[src/rtl/core/sdf_pkg.sv]
// Shared types and constants for the stepper reply deframer.
// Command codes, frame lengths, reply kinds and the per-byte result record.
// No dependencies.
`timescale 1ns / 1ps

package sdf_pkg;

  // Command codes carried in byte 1 of a reply frame
  localparam logic [7:0] CODE_VEL  = 8'h35;
  localparam logic [7:0] CODE_POS  = 8'h36;
  localparam logic [7:0] CODE_FLAG = 8'h3A;
  localparam logic [7:0] CODE_IO   = 8'h3D;

  // Terminator byte of a well-formed frame
  localparam logic [7:0] FRAME_END = 8'h6B;

  // Frame lengths in bytes; zero marks an unknown code
  localparam logic [3:0] LEN_NONE = 4'd0;
  localparam logic [3:0] LEN_VEL  = 4'd6;
  localparam logic [3:0] LEN_POS  = 4'd8;
  localparam logic [3:0] LEN_FLAG = 4'd4;
  localparam logic [3:0] LEN_IO   = 4'd4;

  // Reply kinds as reported on the result
  localparam logic [1:0] KIND_VEL  = 2'd0;
  localparam logic [1:0] KIND_POS  = 2'd1;
  localparam logic [1:0] KIND_FLAG = 2'd2;
  localparam logic [1:0] KIND_IO   = 2'd3;

  // Bytes held for the decode: frame positions 0 through 6
  localparam int unsigned HELD_BYTES = 7;

  typedef logic [HELD_BYTES-1:0][7:0] held_bytes_t;

  // Result of one received byte, less the pending count
  typedef struct packed {
    logic              done;
    logic              ok;
    logic              dropped;
    logic [7:0]        addr;
    logic [1:0]        kind;
    logic signed [31:0] value;
  } sdf_result_t;

  // Frame length for a command code
  function automatic logic [3:0] frame_len(input logic [7:0] code);
    logic [3:0] len;
    unique case (code)
      CODE_VEL:  len = LEN_VEL;
      CODE_POS:  len = LEN_POS;
      CODE_FLAG: len = LEN_FLAG;
      CODE_IO:   len = LEN_IO;
      default:   len = LEN_NONE;
    endcase
    return len;
  endfunction

  // Reply kind for a known command code
  function automatic logic [1:0] reply_kind_of(input logic [7:0] code);
    logic [1:0] kind;
    unique case (code)
      CODE_VEL:  kind = KIND_VEL;
      CODE_POS:  kind = KIND_POS;
      CODE_FLAG: kind = KIND_FLAG;
      default:   kind = KIND_IO;
    endcase
    return kind;
  endfunction

endpackage

[src/rtl/core/sdf_decode.sv]
// Combinational frame decode for one received byte.
// Uses sdf_pkg for codes, lengths and the result record.
`timescale 1ns / 1ps

module sdf_decode #(
  parameter int unsigned CNT_W = 4
) (
  input  logic [7:0]          rx_byte,
  input  logic [CNT_W-1:0]    count_cur,
  input  sdf_pkg::held_bytes_t held,
  output sdf_pkg::sdf_result_t result,
  output logic [CNT_W-1:0]    count_next
);
  import sdf_pkg::*;

  logic [CNT_W-1:0] count_inc;
  logic [7:0]       code;
  logic [3:0]       len;
  logic             neg;
  logic [31:0]      mag;
  logic [31:0]      mag_signed;

  // Count after storing this byte; code is this byte when it lands in slot 1
  assign count_inc = count_cur + CNT_W'(1);
  assign code      = (count_cur == CNT_W'(1)) ? rx_byte : held[1];
  assign len       = frame_len(code);
  assign neg       = (held[2] != 8'd0);

  // Magnitude by reply kind, then optional negation modulo 2^32
  always_comb begin
    unique case (reply_kind_of(code))
      KIND_VEL: mag = {16'd0, held[3], held[4]};
      KIND_POS: mag = {held[3], held[4], held[5], held[6]};
      default:  mag = {24'd0, held[2]};
    endcase
  end

  always_comb begin
    if (neg && (reply_kind_of(code) == KIND_VEL || reply_kind_of(code) == KIND_POS)) begin
      mag_signed = 32'd0 - mag;
    end else begin
      mag_signed = mag;
    end
  end

  // Frame completion, drop and count update
  always_comb begin
    result     = '0;
    count_next = count_inc;
    if (count_inc >= CNT_W'(2)) begin
      if (len == LEN_NONE) begin
        result.dropped = 1'b1;
        count_next     = '0;
      end else if (count_inc >= CNT_W'(len)) begin
        result.done = 1'b1;
        result.ok   = (rx_byte == FRAME_END);
        result.addr = held[0];
        result.kind = reply_kind_of(code);
        if (rx_byte == FRAME_END) begin
          result.value = signed'(mag_signed);
        end
        count_next = '0;
      end
    end
  end

endmodule

[src/rtl/core/stepper_reply_deframer.sv]
// Stepper reply deframer top level: input register, frame store, result register.
// Depends on sdf_pkg and sdf_decode.
//
//   channel | handshake           | payload
//   --------+---------------------+-----------------------------------------------
//   in      | in_valid / in_stall | rx_byte
//   out     | out_valid/out_stall | frame_done frame_ok frame_dropped responder_addr
//           |                     | reply_kind reply_value pending_bytes
//
// One item in and one item out per cycle while no stall holds the flow; an item
// goes through the input register, then the decode into the result register.
// The decode of a byte reads the frame store and byte count as left by the
// previous byte. Reset clears the count and both valid flags; the frame store
// is not cleared. A stalled result holds and backs up the input register.
`timescale 1ns / 1ps

module stepper_reply_deframer #(
  parameter int unsigned MAX_FRAME_BYTES = 8
) (
  input  logic               clk,
  input  logic               rst,
  input  logic               in_valid,
  output logic               in_stall,
  input  logic [7:0]         rx_byte,
  output logic               out_valid,
  input  logic               out_stall,
  output logic               frame_done,
  output logic               frame_ok,
  output logic               frame_dropped,
  output logic [7:0]         responder_addr,
  output logic [1:0]         reply_kind,
  output logic signed [31:0] reply_value,
  output logic [2:0]         pending_bytes
);
  import sdf_pkg::*;

  localparam int unsigned CNT_W = $clog2(MAX_FRAME_BYTES + 1);
  localparam int unsigned IDX_W = $clog2(MAX_FRAME_BYTES);

  logic             in_held_valid;
  logic [7:0]       in_byte;
  logic [7:0]       frame_bytes [MAX_FRAME_BYTES];
  logic [CNT_W-1:0] byte_count;
  logic [CNT_W-1:0] count_cur;
  logic [CNT_W-1:0] byte_count_next;
  held_bytes_t      held;
  sdf_result_t      result;
  logic             out_free;
  logic             advance;

  // Result slot is free when empty or being taken this cycle
  assign out_free = !out_valid || !out_stall;
  assign advance  = in_held_valid && out_free;
  assign in_stall = in_held_valid && !out_free;

  // Wrap a full buffer before storing
  assign count_cur = (byte_count >= CNT_W'(MAX_FRAME_BYTES)) ? '0 : byte_count;

  // Fixed taps of the frame store used by the decode
  always_comb begin
    for (int i = 0; i < HELD_BYTES; i++) begin
      held[i] = frame_bytes[i];
    end
  end

  sdf_decode #(
    .CNT_W(CNT_W)
  ) u_decode (
    .rx_byte    (in_byte),
    .count_cur  (count_cur),
    .held       (held),
    .result     (result),
    .count_next (byte_count_next)
  );

  // Input register
  always_ff @(posedge clk) begin
    if (rst) begin
      in_held_valid <= 1'b0;
    end else if (!in_stall) begin
      in_held_valid <= in_valid;
    end
  end

  always_ff @(posedge clk) begin
    if (!in_stall && in_valid) begin
      in_byte <= rx_byte;
    end
  end

  // Frame store and byte count advance with each decoded item
  always_ff @(posedge clk) begin
    if (advance) begin
      frame_bytes[count_cur[IDX_W-1:0]] <= in_byte;
    end
  end

  always_ff @(posedge clk) begin
    if (rst) begin
      byte_count <= '0;
    end else if (advance) begin
      byte_count <= byte_count_next;
    end
  end

  // Result register
  always_ff @(posedge clk) begin
    if (rst) begin
      out_valid <= 1'b0;
    end else if (out_free) begin
      out_valid <= in_held_valid;
    end
  end

  always_ff @(posedge clk) begin
    if (advance) begin
      frame_done     <= result.done;
      frame_ok       <= result.ok;
      frame_dropped  <= result.dropped;
      responder_addr <= result.addr;
      reply_kind     <= result.kind;
      reply_value    <= result.value;
      pending_bytes  <= byte_count_next[2:0];
    end
  end

endmodule

[config.mk]
export PLATFORM = sky130hd
export DESIGN_NAME = stepper_reply_deframer
export DESIGN_NICKNAME = d
export VERILOG_FILES = /design/src/rtl/core/sdf_pkg.sv /design/src/rtl/core/sdf_decode.sv /design/src/rtl/core/stepper_reply_deframer.sv
export SDC_FILE = /design/constraint.sdc
export NUM_CORES = 1
export LEC_CHECK = 0
export BUFFER_PORTS_ARGS = -buffer_cell sky130_fd_sc_hd__buf_2
export CAP_MARGIN = 20
export CORE_MARGIN = 3
export CORE_UTILIZATION = 59
export DETAILED_ROUTE_END_ITERATION = 10
export GPL_ROUTABILITY_DRIVEN = 1
export PLACE_DENSITY_LB_ADDON = 0.15
export SLEW_MARGIN = 20
export SYNTH_ARGS = -nofsm -noshare
export SYNTH_HDL_FRONTEND = slang
export SYNTH_SLANG_ARGS = --single-unit
[constraint.sdc]
create_clock -name clk -period 4.9 [get_ports clk]
set_input_delay 0.735 -clock clk [delete_from_list [all_inputs] [get_ports clk]]
set_output_delay 0.735 -clock clk [all_outputs]
set_load 0.02 [all_outputs]
======== Yosys cells after proc, flatten, opt, wreduce, memory -nomap -nowiden ========
Memory sizes are Yosys's and may differ from the RTL's. A register that Yosys moved wholly into a read port is not among the register bits.
Index checks and enable logic that the tools add are counted.
word-level totals
  word-level logic and storage cells ...... 56
  register bits ........................... 54
  bits of input ports ..................... 12
  memories ................................ 1
  memory bits (writable) .................. 64
cells by class
  magnitude comparators ................... 3
  $add $sub $neg .......................... 2
  bitwise operators ....................... 3
  reductions and logical operators ........ 17
  mux-type cells .......................... 13
  eq/ne operators ......................... 7
memories
  name         depth  width  rd ports  clocked after memory_dff  write ports  RTL line                      source
  frame_bytes  8      8      7         1                         1            stepper_reply_deframer.sv:42  logic [7:0] frame_bytes [MAX_FRAME_BYTES];
operator list
  kind                                                                   count
  32-bit one-hot mux with 2 select lines                                 1
  8-bit by 6-bit equality test with 1-bit output, second input constant  4
  32-bit two-way mux                                                     1
  1-bit by 32-bit subtractor with 32-bit output, first input constant    1
  4-bit two-way mux                                                      4
  4-bit one-hot mux with 3 select lines                                  1
  8-bit by 7-bit equality test with 1-bit output, second input constant  1
  8-bit two-way mux                                                      1
  8-bit nonzero test                                                     1
  2-bit one-hot mux with 3 select lines                                  1
  4-bit by 1-bit adder with 4-bit output, second input constant          1
  4-bit by 1-bit equality test with 1-bit output, second input constant  1
  4-bit by 2-bit >= comparator with 1-bit output, second input constant  1
  4-bit >= comparator                                                    1
  4-bit >= comparator, second input constant                             1
  1-bit logical AND                                                      4
  1-bit logical NOT                                                      4
  4-bit logical NOT                                                      1
  2-bit OR reduction                                                     2
  4-bit OR reduction                                                     1
  1-bit two-way mux                                                      3
  1-bit NOT                                                              3
  3-bit OR reduction                                                     1
  2-bit by 1-bit equality test with 1-bit output, second input constant  1
  other kinds (3)                                                        4

======== Logic depth before layout (Yosys ltp) ========
Gate-level depths: netlist of run 1.
  word-level depth ........................ 11
  mapped depth ............................ 17
  mapped depth without buffers ............ 14

======== Modules after synthesis ========
Synthesis of run 1 repeated with hierarchy kept, for this count alone.
second synthesis, totals
  cells, all modules ...................... 491
  area total of the unflattened synthesis .. 5941.9 um^2
by module, submodules not included
  module                  cells each  times used  area an instance (um^2)
  stepper_reply_deframer  157         1           3727.3
  sdf_decode              334         1           2214.6

======== Least setup slack after synthesis of run 1 ========
OpenSTA, ideal clock, no wires.
  kind .................................... register to register
  from .................................... register byte_count[0]
  to ...................................... register reply_value[24], data pin
  path buffers ............................ 4
  slack ................................... 1430 ps
  arrival time ............................ 3204 ps
  required time ........................... 4634 ps
  cell stages (with the launch flop) ...... 16
  period minus slack after synthesis ...... 3470 ps
  path through ............................ dfxtp_1 nor2b_1 clkbuf_1 ha_1 nand2_1 buf_2 mux2_2 clkbuf_1 clkbuf_1 a22oi_1 ha_1 and3_4 and3_1 a41o_1 xnor2_1 nor2_1
on the way
  longest elaborated chain between the ends .. 10
ends and longest elaborated chain
  what                                                                                RTL line                            source
  from (decl)                                                                         stepper_reply_deframer.sv:43        logic [CNT_W-1:0] byte_count;
  from (signal assigned)                                                              stepper_reply_deframer.sv:102       byte_count <= byte_count_next;
  4-bit >= comparator                                                                 stepper_reply_deframer.sv:57        assign count_cur = (byte_count >= CNT_W'(MAX_FRAME_BYTES)) ? '0 : byte_count;
  4-bit two-way mux *                                                                 stepper_reply_deframer.sv:57
  4-bit by 1-bit equality test with 1-bit output                                      sdf_decode.sv:25                    assign code = (count_cur == CNT_W'(1)) ? rx_byte : held[1];
  8-bit two-way mux                                                                   sdf_decode.sv:25
  8-bit by 6-bit equality test with 1-bit output, on equally long branches            sdf_pkg.sv:48, sdf_pkg.sv:61
  2-bit one-hot mux with 3 select lines / 2-bit OR reduction (equally long branches)  --
  2-bit by 1-bit equality test with 1-bit output, or another cell as far along        sdf_decode.sv:31, sdf_decode.sv:39
  32-bit one-hot mux with 2 select lines, or another cell as far along                sdf_decode.sv:31                    unique case (reply_kind_of(code))
  1-bit by 32-bit subtractor with 32-bit output, or another cell as far along         sdf_decode.sv:40                    mag_signed = 32'd0 - mag;
  32-bit two-way mux / 4-bit OR reduction (equally long branches)                     --
  to (signal assigned)                                                                stepper_reply_deframer.sv:122       reply_value <= result.value;
  to (decl)                                                                           stepper_reply_deframer.sv:32        output logic signed [31:0] reply_value,
Mark *: on every way between the ends. The rest lies on a longest branch, timed or not.
A chain may end at the register's enable or synchronous reset.

======== Final worst setup path of run 1 ========
  from .................................... register byte_count[0]
  to ...................................... register reply_value[20], data pin
Same word-level chain as after synthesis.

==> results.ini, run 1 <==
[outcome]
outcome=finished, final reports clean

[logic_synthesis]
syn-mean-instance-area_um2=11.6
synth_nets=511
async_flop_share_pct=0
synth_area_leader_cell=sky130_fd_sc_hd__edfxtp_1
ys_seq_area_share_pct=60.8
most_frequent_cell_after_synthesis=sky130_fd_sc_hd__edfxtp_1
ys_top_cells_by_count=sky130_fd_sc_hd__edfxtp_1, sky130_fd_sc_hd__nand2_1, sky130_fd_sc_hd__nor2_1
netlist_area_mm2=0.00573
synth-edff-count=112
synthTopCellsByArea=sky130_fd_sc_hd__edfxtp_1, sky130_fd_sc_hd__nand2_1, sky130_fd_sc_hd__a21oi_1, sky130_fd_sc_hd__nor2_1, sky130_fd_sc_hd__xor2_1
ys_warn_count=0
synth.distinct_cells=64
postSynthCellCount=493
ff_latch_count_synth=118
synth.top_cell.area_share_pct=58.7
synthFlopType=sky130_fd_sc_hd__edfxtp_1

[critical_path]
timing.critical_path.fanout_max=32
cp.arrival_ns=4.55
worst-endpoint-required_ns=5.22
crit-reg2reg-launch=byte_count[0]
critical_path_class=flop to flop
crit-reg2reg-capture=reply_value[20]
critical_path.startpoint_type=flop
worst_r2r_path_depth=13
end_kind=flop
reg2reg_slack_ns=0.68

[placement]
portBuffers=61
dpl.hpwl_mm=8.89
post_dp_cell_area_mm2=0.00617
placer_congestion_estimate=0.843

[layout]
layout.nets=576
n_fill_cell=674
area.growth.synth_to_final_pct=17.5
post_route_cells_drive_above_1_share_pct=20.8
num_antenna_cells=0
final_cell_area_mm2=0.00674

[hold_path]
hp-start=rx_byte[2]
worstHoldEndpoint=in_byte[2]
hold_depth=1
holdCritPathClass=input port to flop

[timing]
slew_headroom_pct=31.4
report.final.slew_viol_count=0
clock_skew_ns=0.00914
rsz_0062_raised_after_global_routing=false
min_period_ns=4.22
report.final.setup_viol=0
setup_total_negative_slack_ns=0
tightest_pin_transition_ns=1.02
final_hold_viol_count=0
layout_worst_path_cycle_share_pct=86.2
maxClockFrequency_mhz=237

[power]
leakage_uw=0.00242
total_power_per_unit_cell_area_mw_per_mm2=361
maximum_vdd_drop_v=0.000268

[flow_run]
max_cap_viol_count=0

[detailed_routing]
router_iterations_before_antenna_repair=5
finalWirelength_mm=13.0
vias_per_cell=6.02
route.detailed.wl_per_inst_um=18.7
initialDrtViolationCount=582
drcViolationCount=0
num_vias=4194
ant_nets=0

[global_routing]
overflow=0
grt.total_usage_pct=24.6
grt_pass1_wl_mm=21.1
number_of_antenna_violations_at_the_first_check_in_global_routing=0
first_global_vias=4070
grt_max_degree=52

[floorplanning]
initial_utilization_pct=61.5
num_rows=35
die_h_um=105
floorplan.die_area_mm2=0.0109
core-area_mm2=0.00933
die-width_um=105
design.portCount=62

[cts]
cts_tree=yes
cts_buffer_depth=2
clock_pin_slew_on_the_worst_setup_and_hold_paths_ns=0.06
clock_insertion_delay_worst_skew_ns=0.51
clock_sinks=118
num_cts_buffers=17
h-tree-depth=4
cts.root.buffer_cell=sky130_fd_sc_hd__clkbuf_8
post_cts_hold_buffer_count=0

## layer usage
layer | part of all wire [%] | GRT usage, % | up-vias
li1 | - | - | 2000
met1 | 43 | 34.6 | 1970
met2 | 47 | 38.2 | 205
met3 | 8.5 | 5.62 | 19
met4 | 1.3 | 8.06 | 0
met5 | 0 | 0 | -
## cell usage in the layout, fill, tap and decap left out, types with 3 or more instances in the layout
cell type and count:
sky130_fd_sc_hd__and3_1 21, sky130_fd_sc_hd__xor2_1 16, sky130_fd_sc_hd__o21ai_0 16, sky130_fd_sc_hd__nand2_1 52, sky130_fd_sc_hd__nand2b_1 5, sky130_fd_sc_hd__nor2_1 41
sky130_fd_sc_hd__bufinv_16 3, sky130_fd_sc_hd__xnor2_1 3, sky130_fd_sc_hd__buf_2 61, sky130_fd_sc_hd__buf_4 8, sky130_fd_sc_hd__and2_1 12, sky130_fd_sc_hd__nor3b_1 4
sky130_fd_sc_hd__nor2b_1 5, sky130_fd_sc_hd__nand3_1 16, sky130_fd_sc_hd__o21ai_1 3, sky130_fd_sc_hd__a211o_1 11, sky130_fd_sc_hd__nor3_1 18, sky130_fd_sc_hd__a21o_1 10
sky130_fd_sc_hd__nor3_2 4, sky130_fd_sc_hd__a21oi_1 31, sky130_fd_sc_hd__clkbuf_16 16, sky130_fd_sc_hd__edfxtp_1 112, sky130_fd_sc_hd__clkinvlp_4 4, sky130_fd_sc_hd__a22o_1 5
sky130_fd_sc_hd__inv_1 5, sky130_fd_sc_hd__a31oi_1 6, sky130_fd_sc_hd__nor4_1 3, sky130_fd_sc_hd__ha_1 6, sky130_fd_sc_hd__clkinv_1 4, sky130_fd_sc_hd__a22oi_1 9
sky130_fd_sc_hd__dfxtp_1 6, sky130_fd_sc_hd__nand4b_1 4
## critical path, stage by stage (launching register included)
cell and delay (ns):
sky130_fd_sc_hd__dfxtp_1 0.36, sky130_fd_sc_hd__nor2b_1 0.55, sky130_fd_sc_hd__ha_1 0.30, sky130_fd_sc_hd__nand2_1 0.27, sky130_fd_sc_hd__or4b_2 0.69, sky130_fd_sc_hd__o22ai_1 0.18
sky130_fd_sc_hd__a21oi_1 0.09, sky130_fd_sc_hd__ha_1 0.34, sky130_fd_sc_hd__a21o_1 0.11, sky130_fd_sc_hd__a21oi_1 0.08, sky130_fd_sc_hd__nor3_2 0.43, sky130_fd_sc_hd__nand2_1 0.10
sky130_fd_sc_hd__buf_4 0.25, sky130_fd_sc_hd__a311oi_1 0.24
## how the worst max path moves through the flow
stage                     slack, ns         endpoint          start  depth (start not counted)
after global routing           0.32  reply_value[22]  byte_count[0]                         14
after CTS                      0.40  reply_value[20]  byte_count[0]                         13
final                          0.68  reply_value[20]  byte_count[0]                         13
after detailed placement       0.43  reply_value[20]  byte_count[0]                         13
after global placement         0.68  reply_value[20]  byte_count[0]                         13
after floorplan                1.43  reply_value[24]  byte_count[0]                         15
## cell type report
type | instances | area [um^2] | area share (%)
clock buffer | 18 | 418 | 6.20
tap | 129 | 161 | 2.40
clock inverter | 11 | 136 | 2.02
inverter | 7 | 26.3 | 0.390
sequential | 118 | 3480 | 51.7
multi-input combinational | 345 | 2150 | 31.9
timing repair buffer | 69 | 365 | 5.42
## report_power, final
part	internal, uW	total (uW)	leakage, uW	switching [uW]
clock network	758	1180	0.000257	421
logic	31.0	105	0.00108	73.6
registers	1130	1150	0.00108	16.1
total	1920	2430	0.00242	511
## cells by family (layout without fill, tap and decap cells)
logic type                 count (synthesis)  in the layout  synth area share, %
and+or+nand+nor                          202            202                 18.0
xor gates and xnor gates                  19             19                 2.90
DFF                                      118            118                 60.8
adders and majority gates                  6              6                 1.31
buffers and inverters                     30            105                 2.40
muxes                                      3              3                0.633
AOI/OAI and AO/OA                        115            115                 13.9
## flip-flops by register name (all words and copies together) (netlist names)
name            flops
frame_ok            1
byte_count          4
responder_addr      8
pending_bytes       3
reply_kind          2
in_byte             8
frame_dropped       1
frame_bytes        56
frame_done          1
in_held_valid       1
reply_value        32
out_valid           1
## stage by stage
step / worst slack, ns / total power, uW / hold WS, ns / util (%) / cells
after floorplan: 1.43 / 1230 / 0.450 / - / 493
after global placement: 0.683 / 1270 / 0.468 / 66.0 / 668
after detailed placement: 0.429 / 1270 / 0.484 / 66.2 / 668
after CTS: 0.399 / 2440 / 0.391 / 72.1 / 697
after global routing: 0.323 / 2500 / 0.384 / 72.2 / 697
final: 0.677 / 2430 / 0.404 / 72.2 / 697
## what timing repair did
item / 4_1_cts / 5_1_grt
setup endpoints to repair: 0 / 3
setup buffers: 0 / 0
gates resized for setup: 0 / 1
Power figures use the tool's default switching activity.
==> inputs of run 2 (changes only) <==
--- a/config.mk
+++ b/config.mk
@@ -12,6 +12,7 @@
 export DETAILED_ROUTE_END_ITERATION = 10
 export GPL_ROUTABILITY_DRIVEN = 1
 export PLACE_DENSITY_LB_ADDON = 0.15
+export REMOVE_ABC_BUFFERS = 1
 export SLEW_MARGIN = 20
 export SYNTH_ARGS = -nofsm -noshare
 export SYNTH_HDL_FRONTEND = slang
==> run 2 against run 1 <==
  * Sequential share of layout area shrank 0.77 points
  * Power grew 8.9%
  * Final area grew 1.5%
  * Cell count grew 0.14%
  * Flip-flop and latch count is the same
  * First-iteration DRC count shrank 27%
  * Die area is the same
  * Combinational power shrank 4%
  * Maximum frequency shrank 2.2%
  * Clock skew shrank 0.0022 ns
  * Critical path type unchanged
  * Largest cell class unchanged
==> results.ini, run 2 (synthesized netlist as in run 1, its figures left out) <==
[outcome]
outcome=finished, final reports clean

[critical_path]
crit-reg2reg-capture=reply_value[22]
end_kind=flop
worst_r2r_path_depth=14  ; +1
critPathMaxStageDelay_ns=0.69  ; about the same
critical_path.startpoint_type=flop
cp.arrival_ns=4.58  ; +0.03 ns
timing.critical_path.fanout_max=32  ; unchanged
critical-path-slowest-cell=sky130_fd_sc_hd__or4b_2
crit-reg2reg-launch=byte_count[0]
reg2reg_slack_ns=0.58  ; -0.10 ns
crit_chain=nor2b_1 > ha_1 > nand2_1 > or4b_2 > o22ai_1 > a21oi_1 > ha_1 > a21o_1 > a21oi_1 > nor3_2 > nand2_1 > buf_4 > inv_1 > o311a_1
worst-endpoint-required_ns=5.16  ; -0.06 ns
critical_path_class=flop to flop

[global_routing]
grt_max_degree=52  ; unchanged
overflow=0  ; unchanged
first_global_vias=4285  ; +5.3%
grt.total_usage_pct=25.8  ; +1.2 points
grt_pass1_wl_mm=22.0  ; +4.3%
number_of_antenna_violations_at_the_first_check_in_global_routing=0  ; unchanged

[hold_path]
hold_depth=1  ; unchanged
worstHoldEndpoint=in_byte[0]
hp-start=rx_byte[0]
holdCritPathClass=input port to flop

[cts]
clock_sinks=118  ; unchanged
h-tree-depth=4  ; unchanged
cts_buffer_depth=2  ; unchanged
clock_pin_slew_on_the_worst_setup_and_hold_paths_ns=0.06  ; about the same
postCtsSetupRepairBufs=0  ; unchanged
cts_tree=yes
num_cts_buffers=17  ; unchanged
cts.root.buffer_cell=sky130_fd_sc_hd__clkbuf_8
clock_insertion_delay_worst_skew_ns=0.52  ; about the same

[placement]
portBuffers=61  ; unchanged
dpl.hpwl_mm=8.84  ; -0.58%
placer_congestion_estimate=0.901  ; +6.8%
place.detailed.instances=666  ; -0.30%
post_dp_cell_area_mm2=0.00615  ; -0.28%

[timing]
slew_headroom_pct=30.2  ; -1.3 points
report.final.setup_viol=0  ; unchanged
report.final.slew_viol_count=0  ; unchanged
min_period_ns=4.32  ; +0.0958 ns
rsz_0062_raised_after_global_routing=false
tightest_pin_transition_ns=1.04  ; +0.0186 ns
layout_worst_path_cycle_share_pct=88.1  ; +2.0 points
clock_skew_ns=0.00694  ; -0.00220 ns
final_hold_viol_count=0  ; unchanged
setup_total_negative_slack_ns=0  ; unchanged
maxClockFrequency_mhz=232  ; -2.2%

[detailed_routing]
vias_per_cell=6.24  ; +3.7%
router_iterations_before_antenna_repair=5  ; unchanged
num_vias=4356  ; +3.9%
route.detailed.wl_per_inst_um=19.2  ; +3.0%
finalWirelength_mm=13.4  ; +3.2%
drcViolationCount=0  ; unchanged
ant_nets=0  ; unchanged
initialDrtViolationCount=427  ; -27%

[layout]
finished_layout_cells=698  ; +0.14%
final_common_cell=sky130_fd_sc_hd__edfxtp_1
n_fill_cell=646  ; -4.2%
area.growth.synth_to_final_pct=19.3
highest_count_cells_in_the_layout_ignoring_fill_and_taps=sky130_fd_sc_hd__edfxtp_1, sky130_fd_sc_hd__buf_2, sky130_fd_sc_hd__nand2_1, sky130_fd_sc_hd__nor2_1, sky130_fd_sc_hd__a21oi_1
multi_input_comb_area_mm2=0.00214  ; -0.12%
largest_register_ff_count=56  ; unchanged
layout.nets=574  ; -0.35%
num_antenna_cells=0  ; unchanged
finalCoreUtilization_pct=73.3  ; +1.1 points
seq_area_mm2=0.00348  ; unchanged
post_route_cells_drive_above_1_share_pct=21.4  ; +0.67 points
final_cell_area_mm2=0.00684  ; +1.5%

[power]
leakage_uw=0.00247  ; +2.0%
maximum_vdd_drop_v=0.000374  ; +39%
total_power_per_unit_cell_area_mw_per_mm2=387  ; +7.3%

[flow_run]
max_cap_viol_count=0  ; unchanged

[floorplanning]
core-area_mm2=0.00933  ; unchanged
design.portCount=62  ; unchanged
initial_utilization_pct=61.5  ; unchanged
floorplan.die_area_mm2=0.0109  ; unchanged
num_rows=35  ; unchanged
die-width_um=105  ; unchanged
die_h_um=105  ; unchanged

## run 2: metrics by stage
stage | hold WS [ns] | power, uW | setup slack [ns]
2_1_floorplan | 0.450 | 1230 | 0.866
3_3_place_gp | 0.463 | 1270 | 0.751
3_5_place_dp | 0.479 | 1270 | 0.430
4_1_cts | 0.375 | 2660 | 0.426
5_1_grt | 0.386 | 2720 | 0.284
6_report | 0.394 | 2650 | 0.581
## run 2: metal layers
metal | vias to the layer above | track usage, % | wire (um)
met1 | 2070 | 32.5 | 5100
met4 | 0 | 10.3 | 362
li1 | 1998 | - | -
met3 | 40 | 5.81 | 1120
met5 | - | 0 | 0
met2 | 248 | 43.4 | 6850
## run 2: repair_timing
item	4_1_cts	5_1_grt
hold endpoints to repair	0	0
gates resized for setup	0	1
setup endpoints to repair	0	6
hold buffers	0	0
## run 2: worst max-delay path by stage
stage,cells after the start,endpoint,from,slack (ns)
floorplan,12,reply_value[20],byte_count[0],0.87
global placement,13,reply_value[20],byte_count[0],0.75
detailed placement,13,reply_value[20],byte_count[0],0.43
CTS,13,reply_value[20],byte_count[0],0.43
global route,13,reply_value[20],byte_count[0],0.28
finish,14,reply_value[22],byte_count[0],0.58
## run 2: report_power, final
group          total [uW]  internal, uW  switching, uW
sequential           1150          1130           19.6
combinational         101          30.0           70.7
clock                1400           932            464
total                2650          2090            554
## run 2: layout make-up
cell class / instances / area share (%)
flip-flops and latches: 118 / 50.9
multi-input cells: 345 / 31.4
clock buffers: 17 / 6.06
repair buffers: 67 / 5.23
clock inverters: 15 / 3.68
well taps: 129 / 2.36
inverters: 7 / 0.384
## run 2: worst max-delay path: cells and delay by family (launching register included)
family | cells | cell delay [ns]
simple gates | 5 | 1.82
fa+ha+maj | 2 | 0.65
buf+inv | 2 | 0.41
compound gates | 5 | 0.85
flops | 1 | 0.36
